--- src/hw/rtl/tabu_search_variable_pick_macros.svh ---
// Assertion macros for the tabu search variable pick block
`ifndef TABU_SEARCH_VARIABLE_PICK_MACROS_SVH
`define TABU_SEARCH_VARIABLE_PICK_MACROS_SVH
`ifndef SYNTHESIS
`define TSVP_ASSERT(lbl, cond) \
	lbl: assert property (@(posedge clk) disable iff (!arst_n) (cond)) \
		else $error("assertion failed");
`define TSVP_ASSERT_NEXT(lbl, pre, post) \
	lbl: assert property (@(posedge clk) disable iff (!arst_n) (pre) |=> (post)) \
		else $error("assertion failed");
`else
`define TSVP_ASSERT(lbl, cond)
`define TSVP_ASSERT_NEXT(lbl, pre, post)
`endif
`endif

--- src/hw/rtl/tsvp_pkg.sv ---
// Shared constants, codes and controller/datapath interface types
package tsvp_pkg;
	localparam int MAX_VARS = 1024;
	localparam int IDX_W    = $clog2(MAX_VARS);
	localparam int VAR_W    = 11;
	localparam int SCORE_W  = 16;
	localparam int UNSAT_W  = 16;
	localparam int ITER_W   = 32;
	localparam int TEN_W    = 10;
	localparam int FAC_W    = 10;
	localparam int LIM_W    = FAC_W + VAR_W;
	localparam int Q_W      = UNSAT_W + 2;

	localparam logic [1:0] FUNC_WRITE  = 2'd0;
	localparam logic [1:0] FUNC_SELECT = 2'd1;
	localparam logic [1:0] FUNC_CLEAR  = 2'd2;

	localparam logic [1:0] CFG_NUM_VARS = 2'd0;
	localparam logic [1:0] CFG_TENURE   = 2'd1;
	localparam logic [1:0] CFG_FACTOR   = 2'd2;

	localparam logic [1:0] CAUSE_ASP  = 2'd0;
	localparam logic [1:0] CAUSE_STAG = 2'd1;
	localparam logic [1:0] CAUSE_BEST = 2'd2;
	localparam logic [1:0] CAUSE_NONE = 2'd3;

	localparam logic [VAR_W-1:0] RST_NUM_VARS = 11'd1024;
	localparam logic [TEN_W-1:0] RST_TENURE   = 10'd10;
	localparam logic [FAC_W-1:0] RST_FACTOR   = 10'd10;

	typedef struct packed {
		logic       div_start;
		logic       div_tie;
		logic       asp_rd;
		logic       asp_chk;
		logic       scan_init;
		logic       scan_run;
		logic       list_rd;
		logic       list_set;
		logic       clr_wr;
		logic       out_load;
		logic [1:0] cause;
	} cmd_t;

	typedef struct packed {
		logic clr_last;
		logic div_done;
		logic score_pos;
		logic scan_hit;
		logic scan_done;
		logic cand_any;
		logic out_busy;
	} status_t;
endpackage

--- src/hw/rtl/tsvp_ctrl.sv ---
// Controller state machine sequencing clear, aspiration, scan and tie pick
module tsvp_ctrl (
	input  logic              clk,
	input  logic              arst_n,
	input  logic              in_valid,
	input  logic [1:0]        func,
	output logic              in_ready,
	output tsvp_pkg::cmd_t    cmd,
	input  tsvp_pkg::status_t sts
);
	import tsvp_pkg::*;

	typedef enum logic [3:0] {
		ST_CLR, ST_IDLE, ST_DIVP_GO, ST_DIVP, ST_ASP_RD, ST_ASP_CHK,
		ST_SCAN_INIT, ST_SCAN, ST_SCAN_END, ST_DIVT_GO, ST_DIVT,
		ST_LIST_RD, ST_LIST_SET, ST_EMIT
	} state_t;

	state_t     state_q;
	logic [1:0] cause_q;

	assign in_ready = state_q == ST_IDLE;

	always_comb begin
		cmd           = '0;
		cmd.cause     = cause_q;
		cmd.div_tie   = state_q == ST_DIVT_GO;
		cmd.div_start = state_q == ST_DIVP_GO || state_q == ST_DIVT_GO;
		cmd.asp_rd    = state_q == ST_ASP_RD;
		cmd.asp_chk   = state_q == ST_ASP_CHK;
		cmd.scan_init = state_q == ST_SCAN_INIT;
		cmd.scan_run  = state_q == ST_SCAN;
		cmd.list_rd   = state_q == ST_LIST_RD;
		cmd.list_set  = state_q == ST_LIST_SET;
		cmd.clr_wr    = state_q == ST_CLR;
		cmd.out_load  = state_q == ST_EMIT && !sts.out_busy;
	end

	always_ff @(posedge clk or negedge arst_n) begin
		if (!arst_n) begin
			state_q <= ST_CLR;
			cause_q <= CAUSE_NONE;
		end else begin
			unique case (state_q)
				ST_CLR:
					if (sts.clr_last) state_q <= ST_IDLE;
				ST_IDLE:
					if (in_valid) begin
						if (func == FUNC_SELECT) state_q <= ST_DIVP_GO;
						else if (func == FUNC_CLEAR) state_q <= ST_CLR;
					end
				ST_DIVP_GO: state_q <= ST_DIVP;
				ST_DIVP:
					if (sts.div_done) state_q <= ST_ASP_RD;
				ST_ASP_RD: state_q <= ST_ASP_CHK;
				ST_ASP_CHK:
					if (sts.score_pos) begin
						cause_q <= CAUSE_ASP;
						state_q <= ST_EMIT;
					end else begin
						state_q <= ST_SCAN_INIT;
					end
				ST_SCAN_INIT: state_q <= ST_SCAN;
				ST_SCAN:
					if (sts.scan_hit) begin
						cause_q <= CAUSE_STAG;
						state_q <= ST_EMIT;
					end else if (sts.scan_done) begin
						state_q <= ST_SCAN_END;
					end
				ST_SCAN_END:
					if (sts.cand_any) begin
						state_q <= ST_DIVT_GO;
					end else begin
						cause_q <= CAUSE_NONE;
						state_q <= ST_EMIT;
					end
				ST_DIVT_GO: state_q <= ST_DIVT;
				ST_DIVT:
					if (sts.div_done) state_q <= ST_LIST_RD;
				ST_LIST_RD: state_q <= ST_LIST_SET;
				ST_LIST_SET: begin
					cause_q <= CAUSE_BEST;
					state_q <= ST_EMIT;
				end
				ST_EMIT:
					if (!sts.out_busy) state_q <= ST_IDLE;
				default: state_q <= ST_IDLE;
			endcase
		end
	end
endmodule

--- config.mk ---
export PLATFORM = sky130hd
export DESIGN_NAME = tsvp_ctrl
export DESIGN_NICKNAME = d
export VERILOG_FILES = /design/src/hw/rtl/tabu_search_variable_pick_macros.svh /design/src/hw/rtl/tsvp_pkg.sv /design/src/hw/rtl/tsvp_ctrl.sv
export SDC_FILE = /design/constraint.sdc
export NUM_CORES = 1
export LEC_CHECK = 0
export ABC_CLOCK_PERIOD_IN_PS = 1500
export BUFFER_PORTS_ARGS = -buffer_cell sky130_fd_sc_hd__buf_2
export CORE_ASPECT_RATIO = 0.9
export CORE_MARGIN = 5
export CORE_UTILIZATION = 42
export CTS_CLUSTER_DIAMETER = 40
export CTS_CLUSTER_SIZE = 25
export DETAILED_ROUTE_END_ITERATION = 8
export GPL_TIMING_DRIVEN = 0
export PLACE_DENSITY = 0.76
export SLEW_MARGIN = 20
export SYNTH_ARGS = -nofsm -noshare
export SYNTH_HDL_FRONTEND = slang
export SYNTH_SLANG_ARGS = --single-unit
--- constraint.sdc ---
create_clock -name clk -period 1.5 [get_ports clk]
set_input_delay 0.15 -clock clk [delete_from_list [all_inputs] [get_ports clk]]
set_output_delay 0.15 -clock clk [all_outputs]
set_load 0.01 [all_outputs]
== Word-level counts from Yosys, hierarchy flattened ==
Cells that the tools add are included.

* Add/sub/neg operators: 0
* Multiply operators: 0
* Div/mod/pow operators: 0
* $lt $le $gt $ge: 0
* Equal/unequal tests: 25
* Shift-type cells: 0
* Multiplexer cells: 16
* Bitwise logic cells: 0
* Reductions and logical operators: 7

{| class="wikitable"
|+ Operators with widths
! operator !! count
|-
| 4-bit one-hot mux with 14 select lines || 1
|-
| 4-bit two-way mux || 10
|-
| 4-bit == test, second input constant || 6
|-
| 4-bit by 3-bit == test with 1-bit output, second input constant || 4
|-
| 2-bit inequality test, second input constant || 5
|-
| 4-bit by 2-bit == test with 1-bit output, second input constant || 2
|-
| 2-bit one-hot mux with 4 select lines || 1
|-
| 7-bit AND reduction || 1
|-
| 2-bit two-way mux || 3
|-
| 2-bit by 1-bit inequality test with 1-bit output, second input constant || 3
|-
| 3-bit by 1-bit inequality test with 1-bit output, second input constant || 2
|-
| 4-bit by 1-bit == test with 1-bit output, second input constant || 1
|-
| 4-bit zero test || 1
|-
| 4-bit AND reduction || 1
|-
| 4-bit nonzero test || 1
|-
| 3-bit two-way mux || 1
|-
| 2-bit by 1-bit == test with 1-bit output, second input constant || 1
|-
| 2-bit == test, second input constant || 1
|-
| 1-bit logical AND || 1
|-
| 1-bit zero test || 1
|-
| 1-bit logical OR || 1
|}

* Flip-flop bits (word level): 6
* Bits in latches: 0
* Memory bits (writable): 0
* Bits in read-only memories: 0
* Input bits: 12
* Output and inout port bits: 13
* Logic and storage cells: 50
* Memories kept: 0

== Depth between registers and ports, before layout ==
Gate-level depths: netlist of run 1.

* Depth in word-level cells: 5
* Mapped depth: 6
* Gate-level depth less buffers: 4

== Least setup slack after synthesis of run 1 ==
Ideal clock, no wire load.

* Path type: register -> register
* Start: register state_q[0]
* End: register state_q[0]
* Setup time: 0.125 ns
* Arrival: 1.492 ns
* Required time: 1.375 ns
* Setup slack: -0.117 ns
* Cell stages (with the launch flop): 6
* Path buffers: 1
* Clock period less this slack: 1.617 ns
* Path through: dfrtp_1 buf_6 or4_4 a21oi_4 nor3_2 mux2_4

* Word-level cells in the longest chain between the ends: 3
* Elaborated cells on any way between the ends: 23
* Those cells by class: 20 x eq/ne; 1 x mux; 2 x reduce/logical

{| class="wikitable"
|+ Ends and longest elaborated chain
! element !! RTL line !! RTL
|-
| from (decl) || tsvp_ctrl.sv:19 || <nowiki>state_t state_q;</nowiki>
|-
| from (signal assigned) || tsvp_ctrl.sv:41 || <nowiki>state_q <= ST_CLR;</nowiki>
|-
| from (signal assigned) || tsvp_ctrl.sv:46 || <nowiki>if (sts.clr_last) state_q <= ST_IDLE;</nowiki>
|-
| from (signal assigned) || tsvp_ctrl.sv:49 || <nowiki>if (func == FUNC_SELECT) state_q <= ST_DIVP_GO;</nowiki>
|-
| 4-bit by 3-bit == test with 1-bit output (tied with other cells) || tsvp_ctrl.sv:44 || <nowiki>unique case (state_q)</nowiki>
|-
| 3-bit by 1-bit inequality test with 1-bit output (no source line) (tied with other cells) || - ||
|-
| 7-bit AND reduction (no source line) || - ||
|}

Several ways; a longest one is shown, not always the timed one.
A chain may end at the register's enable or synchronous reset.

== Worst setup path in the final report of run 1 ==
* Start: register state_q[3]
* End: register state_q[0]

Same word-level chain as after synthesis.

==> run metrics, run 1 <==
Hold WS=0.206 ns; Power Density=2300 mW/mm^2; number of synthesized flops with an enable pin=0; Setup CP Type=register to register; first-pass GRT wire length=3.09 mm; reg2reg setup slack=-0.20 ns; clk_skew=between 0.007 and 0.008 ns; Max Slew Vio Count=0; post-synthesis cell type count=37; area of the core=approximately 0.0014 sq mm; HP Class=input port to register; Yosys warning count=0; initial antenna violation count=0; final hold violations=0; achievable clock frequency=0.590 GHz; r2r endpoint=state_q[0]; final worst slack=-0.196 ns; CP max FO=2; asr flop ratio synth=1.00; Clock Latency Late Sink=about 0.26 ns; gr ovfl total=0; Register-to-Register Path Depth=5; placed cells=116; GRT Util Overall=0.169; final core occ=0.783; worst path required time=1.64 ns; pre-CTS setup slack=-0.237 ns; PortBufs=24; Critical Path AT=1.84 ns; number of max-cap violations=0; final WL=2.57 mm; Hold EP=cause_q[1]; period utilisation layout=1.13; cells after synthesis=77; Avg Cell Area, Syn=~8.2 sq um; Antenna diodes=0; CTS Buffer Depth=2; Starting Density=0.441; Critical Path Source Type=register; failing checks=setup timing; row count=13; FF+latch count, synth=6; Detailed Route Iter0 Violations=roughly 50; RSZ-0062 raised after global routing=yes; H-tree Lvls=1; leakage=0.000520 uW; CP startpoint=state_q[3]; Main synth FF type=dfrtp_1; Die Y=46.8 um; Worst Hold Depth=4; Slew @ Worst Pin=0.307 ns; CP endpoint kind=register; layout cells sized above 1=0.648; detailed-route DRC error count=0; synth-to-layout area growth=77.4%; relative slew slack=0.795; outcome=finished, violations left; routed length per instance=~18 um; drt first pass iters=4; Routed Antenna Nets=0; Reg clk slew, reported paths=approximately 0.06 ns; final-report setup violation count=13; io pins=25; Worst path max stage delay=0.51 ns; FF-to-FF Start=state_q[3]; Power Total=2570 uW; CTS tree=yes; worst path cell trace=buf_4 > or4_4 > a21oi_4 > nor3_2 > mux2_4; syn_nets=89; CTS Buf Count=3; routed vias/inst=5.96; area of the mapped netlist=632 sq um; nets=between 100 and 150; die extent in x=50.9 um; Root Buffer=clkbuf_4; hold path startpoint=sts[1]; Seq/Total Area, Yosys=0.242; via count=834; Finished Layout Cells=140; Crit-path slowest cell=or4_4; clock sink total=6; fin crit period=about 1.7 ns; gp weighted congestion=0.860; DP HPWL=between 1 and 1.5 mm; Max rail drop VDD=roughly 1100 uV; pin count of the biggest net entering global routing=11; die area=0.00238 sq mm; vias in the first global route=around 700
==> stage by stage <==
stage          area [sq um]  TNS, ns
5_1_grt                1120    -2.13
2_1_floorplan           636   -0.189
4_1_cts                1020    -1.23
3_3_place_gp            774   -0.861
6_report               1120    -1.51
3_5_place_dp            774   -0.847
==> cell families (layout without fill, tap and decap cells) <==
group,after synthesis,count (layout),synth area share
buffers and inverters,8,56,0.0733
XOR/XNOR,2,2,0.0396
flip-flops,6,6,0.242
multiplexers,2,2,0.0416
AO/OA/AOI/OAI,16,16,0.206
AND/OR/NAND/NOR,43,43,0.398
==> layer usage <==
layer / part of all wire / track usage
met1: 0.40 / 0.203
met2: 0.51 / 0.307
met5: 0 / 0
met3: 0.073 / 0.0444
met4: 0.016 / 0.0357
==> worst max-delay path: cells and delay by family (launching register included) <==
kind / cells / cell delay, ns
buf+inv: 1 / 0.14
simple gates: 2 / 0.57
mux: 1 / 0.30
compound gates: 1 / 0.16
flops: 1 / 0.40
==> worst max path at each step <==
| stage | endpoint | slack [ns] | cells after the start |
|---|---|---|---|
| after floorplan | state_q[0] | -0.12 | 4 |
| after global placement | state_q[0] | -0.27 | 4 |
| after detailed placement | state_q[0] | -0.24 | 4 |
| after CTS | cmd[11] | -0.18 | 5 |
| after global routing | cmd[7] | -0.27 | 6 |
| final | state_q[0] | -0.20 | 5 |
==> Yosys cell counts, drive strengths merged (2+ instances only) <==
library cell,count,area share
or3b,3,0.042
nor2,9,0.053
o21ai,4,0.032
mux2,2,0.042
clkbuf,3,0.018
or4,2,0.030
nand4,2,0.020
or3,3,0.030
dfstp,2,0.083
inv,2,0.012
nor3,5,0.048
a21oi,5,0.057
buf,3,0.044
nand2,5,0.030
dfrtp,4,0.16
nand2b,4,0.040
nand3,2,0.016
nor2b,3,0.030
==> what timing repair did <==
action / 4_1_cts / 5_1_grt
setup endpoints to repair: 14 / 14
hold buffers: 1 / 0
gates resized for setup: 27 / 14
pin swaps: 7 / 4
setup buffers: 11 / 7
gates cloned: 0 / 1
hold endpoints to repair: 6 / 0
==> cell type report <==
cell class                      count  area (sq um)
Multi-Input combinational cell     63           544
Timing Repair Buffer               44           298
Sequential cell                     6           155
Fill cell                          89           310
Inverter                            2          7.51
Tap cell                           15          18.8
Clock buffer                        4          26.3
Buffer                              6          71.3
==> registers in the layout, indices dropped and copies added, names as in the netlist <==
register,count
state_q,4
cause_q,2
==> power by group <==
group | switching, uW | leakage (uW) | internal (uW)
logic | 985 | 0.000438 | 1080
clock network | 73.1 | 0.0000150 | 102
registers | 74.7 | 0.0000667 | 263
total | 1130 | 0.000520 | 1440
==> cells in the final DEF (no fill, tap or decap), types with 2 or more instances in the layout <==
master    synthesis  final
nor3_2            1      4
dfrtp_2           0      2
or3b_4            0      3
buf_2             1     25
clkbuf_4          0      3
o21ai_0           4      4
nor2b_1           3      3
nand3_1           2      2
nor2_2            0      2
nand4_1           2      2
a21oi_1           4      2
nand2b_4          0      2
nand2_1           5      4
nand2b_1          4      2
a21oi_2           0      2
dfstp_2           2      2
nor2_1            9      7
buf_6             2      5
or3_1             3      3
dfrtp_1           4      2
buf_8             0      3
or4_4             1      2
buf_4             0     15
(Power assumes the default switching activity.)
==> inputs of run 2 (changes only) <==
--- a/config.mk
+++ b/config.mk
@@ -14,6 +14,7 @@
 export CTS_CLUSTER_SIZE = 25
 export DETAILED_ROUTE_END_ITERATION = 8
 export GPL_TIMING_DRIVEN = 0
+export MAX_ROUTING_LAYER = met4
 export PLACE_DENSITY = 0.76
 export SLEW_MARGIN = 20
 export SYNTH_ARGS = -nofsm -noshare
==> run 2 against run 1 <==
The flow still finishes with violations (setup timing). Die area unchanged. Sequential share of layout area shrank 0.33 points. Cell count grew 0.71%. Critical endpoint is now cmd[11]. Highest routed layer unchanged.
==> run metrics, run 2 (synthesis gave the netlist of run 1 again) <==
multi-input logic area=561 sq um; die area=approximately 0.0024 sq mm; hold path startpoint=sts[1]; gp weighted congestion=slightly below 0.9; GRT Util Overall=0.175; relative slew slack=0.794; Reg clk slew, reported paths=0.07 ns; Slew @ Worst Pin=0.310 ns; CTS tree=yes; commonest non-fill, non-tap cells in the layout=buf_2 (25), buf_4 (15), buf_6 (6), nor2_1 (6); die extent in x=50.9 um; routed vias/inst=between 5 and 6; Critical Path Source Type=register; Register-to-Register Path Depth=6; most common cell after layout, fill and taps aside=buf_2; Power Density=2280 mW/mm^2; Max Slew Vio Count=0; Routed Antenna Nets=0; gr ovfl total=0; Final Cell Area=0.00115 sq mm; DP HPWL=about 1.2 mm; met3 Use GR=0.0413; drt first pass iters=4; Starting Density=0.441; worst path required time=1.35 ns; Root Buffer=clkbuf_4; Hold EP=cause_q[1]; Max rail drop VDD=1090 uV; leakage=0.000532 uW; biggest regs=state_q (4), cause_q (2); max reg flops=4; met2 Use GR=0.304; initial antenna violation count=0; number of max-cap violations=0; CTS Buffer Depth=2; Die Y=46.8 um; area of the core=0.00143 sq mm; period utilisation layout=1.14; row count=13; first-pass GRT wire length=3.11 mm; most used routing layer=met2; Clock Latency Late Sink=roughly 0.27 ns; Storage cell area=155 sq um; clock sink total=6; FF-to-FF Start=state_q[0]; CTS Buf Count=3; io pins=25; fillers=82; via count=827; Largest Register=state_q; final WL=2.42 mm; layout cells sized above 1=0.667; Worst Hold Depth=4; detailed-route DRC error count=0; GR met1 Demand/Resource=0.209; vias in the first global route=between 600 and 700; Detailed Route Iter0 Violations=9; CP max FO=5; routed length per instance=17.2 um; outcome=finished, violations left; H-tree Lvls=1; final-report setup violation count=13; Setup CP Type=register to output pin; PortBufs=24; clk_skew=roughly 0.021 ns; final worst slack=-0.213 ns; Hold WS=about 0.20 ns; CP endpoint kind=output pin; Critical Path AT=1.56 ns; final hold violations=0; reg2reg setup slack=-0.20 ns; RSZ-0062 raised after global routing=yes; failing checks=setup timing; synth-to-layout area growth=81.8%; HP Class=input port to register; Antenna diodes=0; nets=139; r2r endpoint=state_q[1]; Placed Area=774 sq um; pin count of the biggest net entering global routing=11; fin crit period=1.71 ns; achievable clock frequency=0.584 GHz
==> run 2: metrics by stage <==
step	TNS (ns)	worst slack, ns	cells	util	total power (uW)
floorplan	-0.189	-0.115	77	-	1220
global placement	-0.861	-0.269	116	0.541	1480
detailed placement	-0.847	-0.237	116	0.541	1500
CTS	-1.23	-0.179	132	0.712	2210
global route	-2.10	-0.249	141	0.802	2760
finish	-1.51	-0.213	141	0.802	2620
==> run 2: power by group <==
group / switching (uW) / internal [uW]
Sequential: 76.4 / 263
Combinational: 988 / 1110
Clock: 81.9 / 102
==> run 2: layout make-up <==
type	count	area share
Tap cell	15	0.0163
Buffer	6	0.0654
Timing Repair Buffer	45	0.266
Multi-Input combinational cell	63	0.488
Clock buffer	4	0.0229
Sequential cell	6	0.135
Inverter	2	0.00654
==> run 2: how the worst max path moves through the flow <==
stage,startpoint,end,slack (ns),cells past startpoint
after global routing,state_q[0],cmd[11],-0.25,5
after CTS,state_q[3],cmd[11],-0.18,5
after detailed placement,state_q[1],state_q[0],-0.24,4
after floorplan,state_q[2],state_q[0],-0.12,4
final,state_q[0],cmd[11],-0.21,5
after global placement,state_q[1],state_q[0],-0.27,4
==> run 2: what timing repair did <==
| item | in CTS | in global routing |
|---|---|---|
| setup buffers | 11 | 8 |
| pin swaps | 7 | 5 |
| cloned | 0 | 1 |
| gates resized for setup | 27 | 18 |
| endpoints found under the setup margin | 14 | 14 |
| hold endpoints to repair | 6 | 0 |
| hold buffers | 1 | 0 |
==> run 2: critical path, cell delays in order, from the launching register on <==
cell and delay [ns]:
dfrtp_1 0.39, buf_6 0.14, buf_8 0.12, or3b_4 0.38
a21oi_2 0.12, buf_2 0.13
==> run 2: metal layers <==
metal,share of wire,vias up
met1,0.42,395
met2,0.49,45
met5,0,-
li1,-,379
met3,0.068,8
met4,0.025,0
==> inputs of run 3 (changes only) <==
--- a/config.mk
+++ b/config.mk
@@ -6,16 +6,16 @@
 export NUM_CORES = 1
 export LEC_CHECK = 0
 export ABC_CLOCK_PERIOD_IN_PS = 1500
-export BUFFER_PORTS_ARGS = -buffer_cell sky130_fd_sc_hd__buf_2
-export CORE_ASPECT_RATIO = 0.9
 export CORE_MARGIN = 5
-export CORE_UTILIZATION = 42
+export CORE_UTILIZATION = 45
 export CTS_CLUSTER_DIAMETER = 40
 export CTS_CLUSTER_SIZE = 25
 export DETAILED_ROUTE_END_ITERATION = 8
+export DONT_BUFFER_PORTS = 1
 export GPL_TIMING_DRIVEN = 0
 export MAX_ROUTING_LAYER = met4
-export PLACE_DENSITY = 0.76
+export PLACE_DENSITY = 0.65
+export REMOVE_ABC_BUFFERS = 1
 export SLEW_MARGIN = 20
 export SYNTH_ARGS = -nofsm -noshare
 export SYNTH_HDL_FRONTEND = slang
==> run 3 against run 2 <==
The flow still finishes with violations (setup timing). Die area decreased by 5.4%. Worst hold slack got worse by 0.13 ns. Critical endpoint is now state_q[0]. Utilization decreased by 6.9 points. Routed wire length decreased by 11%. Largest cell class unchanged.
==> run metrics, run 3 (synthesis gave the netlist of run 1 again) <==
outcome=finished, violations left; via count=675; failing checks=setup timing; DP HPWL=1.05 mm; drt first pass iters=4; first-pass GRT wire length=3.08 mm; final hold violations=0; PortBufs=0; die extent in x=about 47 um; area of the core=approximately 0.0013 sq mm; Reg clk slew, reported paths=around 0.040 ns; Worst Hold Depth=3; top layer in use=met4; Antenna diodes=0; layout cells sized above 1=0.611; io pins=25; Hold EP=cause_q[1]; pin count of the biggest net entering global routing=11; r2r endpoint=state_q[0]; Max Slew Vio Count=0; row count=13; Hold WS=0.0702 ns; FF-to-FF Start=state_q[0]; metal1 wirelength=879 um; routed vias/inst=6.14; achievable clock frequency=roughly 0.59 GHz; placed cells=86; pre-CTS setup slack=-0.513 ns; Slew @ Worst Pin=0.460 ns; Power Density=2360 mW/mm^2; final-report setup violation count=8; reg2reg setup slack=-0.19 ns; worst path required time=between 1.5 and 2 ns; Register-to-Register Path Depth=5; CP endpoint kind=register; initial antenna violation count=0; HP Class=input port to register; relative slew slack=0.691; detailed-route DRC error count=0; Clock Latency Late Sink=0.25 ns; clk_skew=0.00507 ns; max reg flops=4; CTS Buf Count=3; fin crit period=1.69 ns; clock sink total=6; Critical Path AT=between 1.5 and 2 ns; Max rail drop VDD=992 uV; Root Buffer=clkbuf_4; WL met2=approximately 1.1 mm; Die Y=47.5 um; CTS Buffer Depth=2; CP Buf/Inv Count=1; Starting Density=0.480; most common cell after layout, fill and taps aside=buf_4; Final TNS setup=-0.706 ns; number of max-cap violations=0; Worst path max stage delay=between 0.4 and 0.5 ns; CTS tree=yes; synth-to-layout area growth=52.9%; leakage=~0.00037 uW; die area=approximately 0.0023 sq mm; RSZ-0062 raised after global routing=yes; Largest Register=state_q; Critical Path Source Type=register; Finished Layout Cells=110; H-tree Lvls=1; gr ovfl total=0; hold path startpoint=sts[1]; worst path cell trace=buf_12 > or4_4 > a21oi_4 > nor3_2 > mux2_4; final core occ=0.733; biggest regs=state_q (4), cause_q (2); CP max FO=4; Setup CP Type=register to register; met3 wire length=95 um; GRT Util Overall=0.212; final WL=2.15 mm; final worst slack=-0.192 ns; nets=109; gp weighted congestion=0.740; Crit-path slowest cell=or4_4; Top delay family on crit path=simple AND/OR/NAND/NOR gates; routed length per instance=19.5 um; Routed Antenna Nets=0; Detailed Route Iter0 Violations=26; commonest non-fill, non-tap cells in the layout=buf_4 (13), nor2_1 (6), nand2_1 (4), nor3_2 (4), o21ai_0 (4); period utilisation layout=1.13; vias in the first global route=652
## run 3: metrics by stage
step           cell area [sq um]  total power [uW]
5_1_grt                      966              2430
4_1_cts                      817              1860
6_report                     966              2280
3_3_place_gp                 612              1260
2_1_floorplan                593              1110
3_5_place_dp                 612              1280
## run 3: what timing repair did
action | 4_1_cts | 5_1_grt
buffers inserted | 14 | 6
hold buffers | 1 | 0
resized for setup | 20 | 16
endpoints found under the hold margin | 6 | 0
pin swaps | 5 | 8
endpoints found under the setup margin | 17 | 14
## run 3: cell type report
type	instances	area [sq um]
Clock buffer	3	22.5
Fill cell	100	352
Inverter	2	10.0
Multi-Input combinational cell	63	563
Sequential cell	6	160
Tap cell	15	18.8
Timing Repair Buffer	21	191
## run 3: tightest hold or removal path, cell delays in order
cell and delay [ns]:
a21oi_4 0.04, nor2_1 0.08, nor2_1 0.04
## run 3: layer usage
metal  track usage  up-vias
met3        0.0263        7
met5             -        -
met2         0.340       26
met1         0.262      325
met4        0.0994        0
li1              -      317
## run 3: worst max path at each step
stage / startpoint / endpoint / slack (ns) / cells after the start
CTS: state_q[0] / state_q[0] / -0.17 / 4
detailed placement: state_q[0] / state_q[0] / -0.51 / 4
floorplan: state_q[3] / state_q[0] / -0.23 / 4
global placement: state_q[0] / state_q[0] / -0.50 / 4
global route: state_q[3] / state_q[0] / -0.26 / 4
finish: state_q[0] / state_q[0] / -0.19 / 5
## run 3: power by group
group          leakage, uW  total [uW]  switching, uW  internal (uW)
Combinational     0.000292        1720            841            875
Sequential       0.0000651         412            134            278
Clock            0.0000138         150           59.9           90.6
